$ cat config.mk
export PLATFORM = sky130hd
export DESIGN_NAME = fect_ctrl
export DESIGN_NICKNAME = d
export VERILOG_FILES = /design/src/rtl/fect_pkg.sv /design/src/rtl/fect_ctrl.sv
export SDC_FILE = /design/constraint.sdc
export NUM_CORES = 1
export LEC_CHECK = 0
export BUFFER_PORTS_ARGS = -buffer_cell sky130_fd_sc_hd__clkbuf_2
export CAP_MARGIN = 40
export CELL_PAD_IN_SITES_DETAIL_PLACEMENT = 1
export CELL_PAD_IN_SITES_GLOBAL_PLACEMENT = 1
export CORE_ASPECT_RATIO = 1.4
export CORE_UTILIZATION = 35
export CTS_CLUSTER_DIAMETER = 80
export CTS_CLUSTER_SIZE = 10
export DETAILED_ROUTE_END_ITERATION = 8
export PLACE_DENSITY = 0.89
export SYNTH_ARGS = -nofsm -noshare
export SYNTH_HDL_FRONTEND = slang
export SYNTH_SLANG_ARGS = --single-unit
$ cat constraint.sdc
create_clock -name clk -period 1.9 [get_ports clk]
set_input_delay 0.19 -clock clk [delete_from_list [all_inputs] [get_ports clk]]
set_output_delay 0.19 -clock clk [all_outputs]
set_load 0.005 [all_outputs]
$ cat src/rtl/fect_pkg.sv
`default_nettype none
package fect_pkg;

  // Table size
  localparam int CHANNELS = 16;
  localparam int IW = (CHANNELS > 1) ? $clog2(CHANNELS) : 1;
  localparam int CW = $clog2(CHANNELS + 1);

  // Command codes
  localparam logic [2:0] CMD_START  = 3'd0;
  localparam logic [2:0] CMD_STOP   = 3'd1;
  localparam logic [2:0] CMD_REMOVE = 3'd2;
  localparam logic [2:0] CMD_RALL   = 3'd3;
  localparam logic [2:0] CMD_RPREV  = 3'd4;
  localparam logic [2:0] CMD_SETW   = 3'd5;
  localparam logic [2:0] CMD_TICK   = 3'd6;

  // Result kinds
  localparam logic [1:0] KIND_ACK    = 2'd0;
  localparam logic [1:0] KIND_REPORT = 2'd1;
  localparam logic [1:0] KIND_EMPTY  = 2'd2;

  // Status codes
  localparam logic [1:0] STS_OK       = 2'd0;
  localparam logic [1:0] STS_FULL     = 2'd1;
  localparam logic [1:0] STS_NOTFOUND = 2'd2;

  // Envelope phases
  localparam logic [1:0] PH_IN   = 2'd0;
  localparam logic [1:0] PH_HOLD = 2'd1;
  localparam logic [1:0] PH_OUT  = 2'd2;

  // Channel flag bits
  localparam int FL_TEMP    = 0;
  localparam int FL_NOTREM  = 1;
  localparam int FL_PREVIEW = 2;
  localparam int FL_IGNORE  = 3;

  typedef struct packed {
    logic [15:0]        id;
    logic [1:0]         phase;
    logic signed [15:0] target;
    logic signed [15:0] level;
    logic [15:0]        fade;
    logic [15:0]        life;
    logic [7:0]         repeats;
    logic [31:0]        start;
    logic [3:0]         flags;
  } slot_t;

  // Datapath operations issued by the controller
  typedef enum logic [3:0] {
    OP_NONE,
    OP_LOAD,
    OP_START,
    OP_SCAN_INIT,
    OP_SCAN_STEP,
    OP_RALL_INIT,
    OP_RALL_STEP,
    OP_TICK_INIT,
    OP_EVAL,
    OP_MUL1,
    OP_MUL2,
    OP_DIV_INIT,
    OP_DIV_STEP,
    OP_FIN,
    OP_REPORT,
    OP_ACK
  } dp_op_t;

  typedef struct packed {
    dp_op_t op;
    logic   empty_tick;
  } dp_cmd_t;

  typedef struct packed {
    logic [2:0] cmd;
    logic       n_zero;
    logic       at_end;
    logic       scan_done;
    logic       cur_zero;
    logic       eval_div;
    logic       div_last;
    logic       rep_last;
    logic       out_free;
  } dp_sts_t;

endpackage
`default_nettype wire

$ cat src/rtl/fect_ctrl.sv
`default_nettype none
module fect_ctrl (
  input  wire                clk,
  input  wire                rst_n,
  input  wire                in_valid,
  output logic               in_stall,
  input  fect_pkg::dp_sts_t  sts,
  output fect_pkg::dp_cmd_t  cmd
);
  import fect_pkg::*;

  typedef enum logic [3:0] {
    ST_IDLE, ST_DISPATCH, ST_SCAN, ST_RALL, ST_EVAL, ST_MUL1, ST_MUL2,
    ST_DIVINIT, ST_DIV, ST_FIN, ST_REPORT, ST_ACK, ST_EMPTY
  } state_t;

  state_t state_r, state_nxt;

  assign in_stall = (state_r != ST_IDLE);

  // Sequence datapath operations for the latched command
  always_comb begin
    state_nxt      = state_r;
    cmd.op         = OP_NONE;
    cmd.empty_tick = 1'b0;
    case (state_r)
      ST_IDLE: begin
        if (in_valid) begin
          cmd.op    = OP_LOAD;
          state_nxt = ST_DISPATCH;
        end
      end
      ST_DISPATCH: begin
        case (sts.cmd)
          CMD_START: begin
            cmd.op    = OP_START;
            state_nxt = ST_ACK;
          end
          CMD_STOP, CMD_REMOVE, CMD_SETW: begin
            cmd.op    = OP_SCAN_INIT;
            state_nxt = ST_SCAN;
          end
          CMD_RALL, CMD_RPREV: begin
            if (sts.n_zero) begin
              state_nxt = ST_ACK;
            end else begin
              cmd.op    = OP_RALL_INIT;
              state_nxt = ST_RALL;
            end
          end
          CMD_TICK: begin
            cmd.op    = OP_TICK_INIT;
            state_nxt = sts.n_zero ? ST_EMPTY : ST_EVAL;
          end
          default: state_nxt = ST_ACK;
        endcase
      end
      ST_SCAN: begin
        if (sts.scan_done || sts.at_end) begin
          state_nxt = ST_ACK;
        end else begin
          cmd.op = OP_SCAN_STEP;
        end
      end
      ST_RALL: begin
        cmd.op = OP_RALL_STEP;
        if (sts.cur_zero) state_nxt = ST_ACK;
      end
      ST_EVAL: begin
        cmd.op    = OP_EVAL;
        state_nxt = sts.eval_div ? ST_MUL1 : ST_REPORT;
      end
      ST_MUL1: begin
        cmd.op    = OP_MUL1;
        state_nxt = ST_MUL2;
      end
      ST_MUL2: begin
        cmd.op    = OP_MUL2;
        state_nxt = ST_DIVINIT;
      end
      ST_DIVINIT: begin
        cmd.op    = OP_DIV_INIT;
        state_nxt = ST_DIV;
      end
      ST_DIV: begin
        cmd.op = OP_DIV_STEP;
        if (sts.div_last) state_nxt = ST_FIN;
      end
      ST_FIN: begin
        cmd.op    = OP_FIN;
        state_nxt = ST_REPORT;
      end
      ST_REPORT: begin
        if (sts.out_free) begin
          cmd.op    = OP_REPORT;
          state_nxt = sts.rep_last ? ST_IDLE : ST_EVAL;
        end
      end
      ST_ACK: begin
        if (sts.out_free) begin
          cmd.op    = OP_ACK;
          state_nxt = ST_IDLE;
        end
      end
      ST_EMPTY: begin
        if (sts.out_free) begin
          cmd.op         = OP_ACK;
          cmd.empty_tick = 1'b1;
          state_nxt      = ST_IDLE;
        end
      end
      default: state_nxt = ST_IDLE;
    endcase
  end

  // Hold state
  always_ff @(posedge clk) begin
    if (!rst_n) begin
      state_r <= ST_IDLE;
    end else begin
      state_r <= state_nxt;
    end
  end

endmodule
`default_nettype wire

==> flow_metrics.py <==
metrics = {
    "setup_path": {
        "r2r_slack_ns": 0.14,
        "critPathLaunchType": "register",
        "crit_type": "reg -> reg",
        "cp_data_required_time_ns": 2.05,
        "rr_worst_depth": 4,
        "r2r_start": "state_r[3]$_SDFFE_PN0P_",
        "cp-end-kind": "register",
        "reg2reg_to": "state_r[2]$_SDFFE_PN0P_",
        "path_max_fanout": 10,
        "critPathArrivalTime_ns": 1.91,
    },
    "final_layout": {
        "register_area_sq_um": 83.83,
        "nNetsFinal": 128,
        "synthToLayoutAreaGrowth_pct": 20.48,
        "stdcell_count": 132,
        "fin_util_pct": 45.76,
        "largest_reg_flops": 4,
        "largest-register": "state_r",
        "multi_input_area_sq_um": 526.8,
        "reg.largest.list": "state_r x4",
        "antenna-diode-count": 0,
        "fillCellCount": 240,
        "drive_gt1_share_pct": 33.04,
    },
    "worst_hold_path": {
        "holdCritPathClass": "in -> reg",
        "min_delay_path_depth": 3,
        "whs_endpoint": "state_r[0]$_SDFFE_PN0P_",
        "hp-start": "rst_n",
    },
    "pwr": {
        "vdd_drop_max_v": 0.0004355,
        "p_total_w": 0.001116,
        "p_leak_nw": 0.3290,
        "power_density_mw_per_mm2": 1354,
    },
    "timing": {
        "drv_slew": 0,
        "fmax_mhz": 568.1,
        "fin_worst_skew_ns": 0.001308,
        "setup_viol": 0,
        "slew_headroom_pct": 56.76,
        "tns_ns": 0,
        "timing.final.crit_period_ns": 1.760,
        "hold_violations": 0,
        "finalCritPeriodShare_pct": 92.64,
        "tightest_slew_ns": 0.6396,
        "rsz0062_at_grt": "false",
    },
    "yosys": {
        "synth_top_family_by_area": "compound AO/OA/AOI/OAI gates",
        "yosys.area_share.xor_xnor_pct": 2.559,
        "synth_compound_area_share_pct": 36.56,
        "synth-simple-area-share_pct": 33.46,
        "synth_adder_area_share_pct": 0,
        "synth_warnings": 0,
        "yosys.cell_types.count": 40,
        "syn_avg_cell_area_sq_um": 7.281,
        "synthFlopType": "dfxtp_1",
        "ys_ff_latch": 4,
        "synthArstFlopShare_pct": 0,
        "syn_area_sq_um": 684.4,
        "postSynthCellCount": 94,
        "synth_edf_count": 0,
        "syn_nets": 108,
        "synthMuxAreaShare_pct": 4.388,
        "seq_area_frac_synth_pct": 11.70,
    },
    "clocking": {
        "path_clk_slew_ns": 0.04,
        "post-cts-setup-buffers": 0,
        "cts_tree": "yes",
        "ctsResizeCount": 0,
        "htree_levels": 1,
        "holdBufCountCts": 0,
        "cts_root_buffer": "clkbuf_4",
        "cts_buffers": 3,
        "insertion_delay_ns": 0.23,
        "clkSinkCount": 4,
        "cts_buffer_depth": 2,
    },
    "detailed_routing": {
        "dr.first_iter.drc_count": 4,
        "vias_per_cell": 6.136,
        "firstDrtPassIters": 3,
        "totalWireLength_microns": 2098,
        "route.vias.total": 810,
        "wl_per_cell_microns": 15.89,
        "drc": 0,
        "ant_nets": 0,
    },
    "run_status": {
        "outcome": "complete, no violations",
    },
    "floorplanning": {
        "rows": 18,
        "ioPinCount": 20,
        "die_x_microns": 39.38,
        "core_area_sq_mm": 0.001802,
        "die_area_sq_mm": 0.002139,
        "initial_core_util_pct": 37.99,
        "die_height_microns": 54.32,
    },
    "global_route": {
        "grt_max_degree": 13,
        "grt_pass1_wl_microns": 3415,
        "overflow": 0,
        "grt_pass1_vias": 755,
        "grt.total_usage_pct": 22.26,
        "grt_antenna_before_repair": 0,
    },
    "placed_design": {
        "numPortBuffers": 19,
        "dp_hpwl_microns": 1660,
        "place_congestion": 0.8657,
        "dp_cells": 129,
    },
    "run": {
        "maxCapViolCount": 0,
    },
}
## placed cells by master (no fill, tap or decap), types with 4 or more instances in the layout
cell	n
buf_4	8
nand2b_1	4
clkbuf_2	19
a21oi_1	8
nor2_1	6
nand2_1	6
o21ai_0	5
## cells by family after synthesis
| logic type | Yosys count |
|---|---|
| flip-flops | 4 |
| buffers and inverters | 15 |
| XOR/XNOR | 2 |
| AO/OA/AOI/OAI | 33 |
| AND/OR/NAND/NOR | 37 |
| multiplexers | 3 |
## worst max-delay path: stages (launching register included)
cell and delay (ns):
dfxtp_1 0.51, or4b_1 0.47, a21oi_1 0.20, or3_1 0.28, mux2i_1 0.22
## per-stage QoR
step	area, sq um	hold WS (ns)	setup WS [ns]
2_1_floorplan	684.4	0.3350	0.3362
3_3_place_gp	798.3	0.5334	0.1175
3_5_place_dp	798.3	0.5468	0.1040
4_1_cts	820.8	0.3039	0.03525
5_1_grt	824.5	0.3124	0.02519
6_report	824.5	0.3004	0.1399
## where the power goes
part	internal [W]	total (W)	leakage, nW	switching (W)
Combinational	0.000379	0.000792	0.281	0.000413
Clock	0.0000707	0.000106	0.0138	0.0000349
Sequential	0.000126	0.000219	0.0340	0.0000930
## how the worst max path moves through the flow
stage / endpoint / slack, ns / startpoint
after floorplan: state_r[0]$_SDFFE_PN0P_ / 0.34 / state_r[3]$_SDFFE_PN0P_
after global routing: cmd[3] / 0.03 / state_r[0]$_SDFFE_PN0P_
final: state_r[2]$_SDFFE_PN0P_ / 0.14 / state_r[3]$_SDFFE_PN0P_
after detailed placement: state_r[3]$_SDFFE_PN0P_ / 0.10 / state_r[0]$_SDFFE_PN0P_
after global placement: state_r[0]$_SDFFE_PN0P_ / 0.12 / state_r[1]$_SDFFE_PN0P_
after CTS: cmd[3] / 0.04 / state_r[0]$_SDFFE_PN0P_
## synth_stat cells (2+ instances only)
master | number | area [sq um]
o2111ai_1 | 2 | 17.52
buf_2 | 5 | 25.02
nor4_1 | 2 | 12.51
mux2i_1 | 3 | 30.03
o311ai_0 | 3 | 26.28
nor2b_1 | 2 | 12.51
o211ai_1 | 3 | 22.52
clkbuf_1 | 4 | 15.01
nor3_1 | 3 | 15.01
nand2_1 | 6 | 22.52
dfxtp_1 | 4 | 80.08
nand2b_1 | 4 | 25.02
xor2_1 | 2 | 17.52
nand4b_1 | 2 | 17.52
o21ai_0 | 5 | 25.02
nor2_1 | 6 | 22.52
a211oi_1 | 3 | 22.52
inv_1 | 3 | 11.26
a21oi_1 | 8 | 40.04
nor4b_1 | 3 | 26.28
buf_6 | 2 | 22.52
## area by class of cell
type	instances	share of cell area, %
inverter	3	1.366
multi-input combinational	75	63.88
timing repair buffer	27	18.82
tap	20	3.035
clock buffer	3	2.731
sequential	4	10.17
## per-layer routing
| layer | share of wire, % | global-route usage (%) |
|---|---|---|
| met1 | 43 | 26.34 |
| met4 | 1.1 | 5.747 |
| met2 | 54 | 40.00 |
| met3 | 2.7 | 4.065 |
| met5 | 0 | 0 |
No activity file was read; power rests on OpenSTA's default activity.
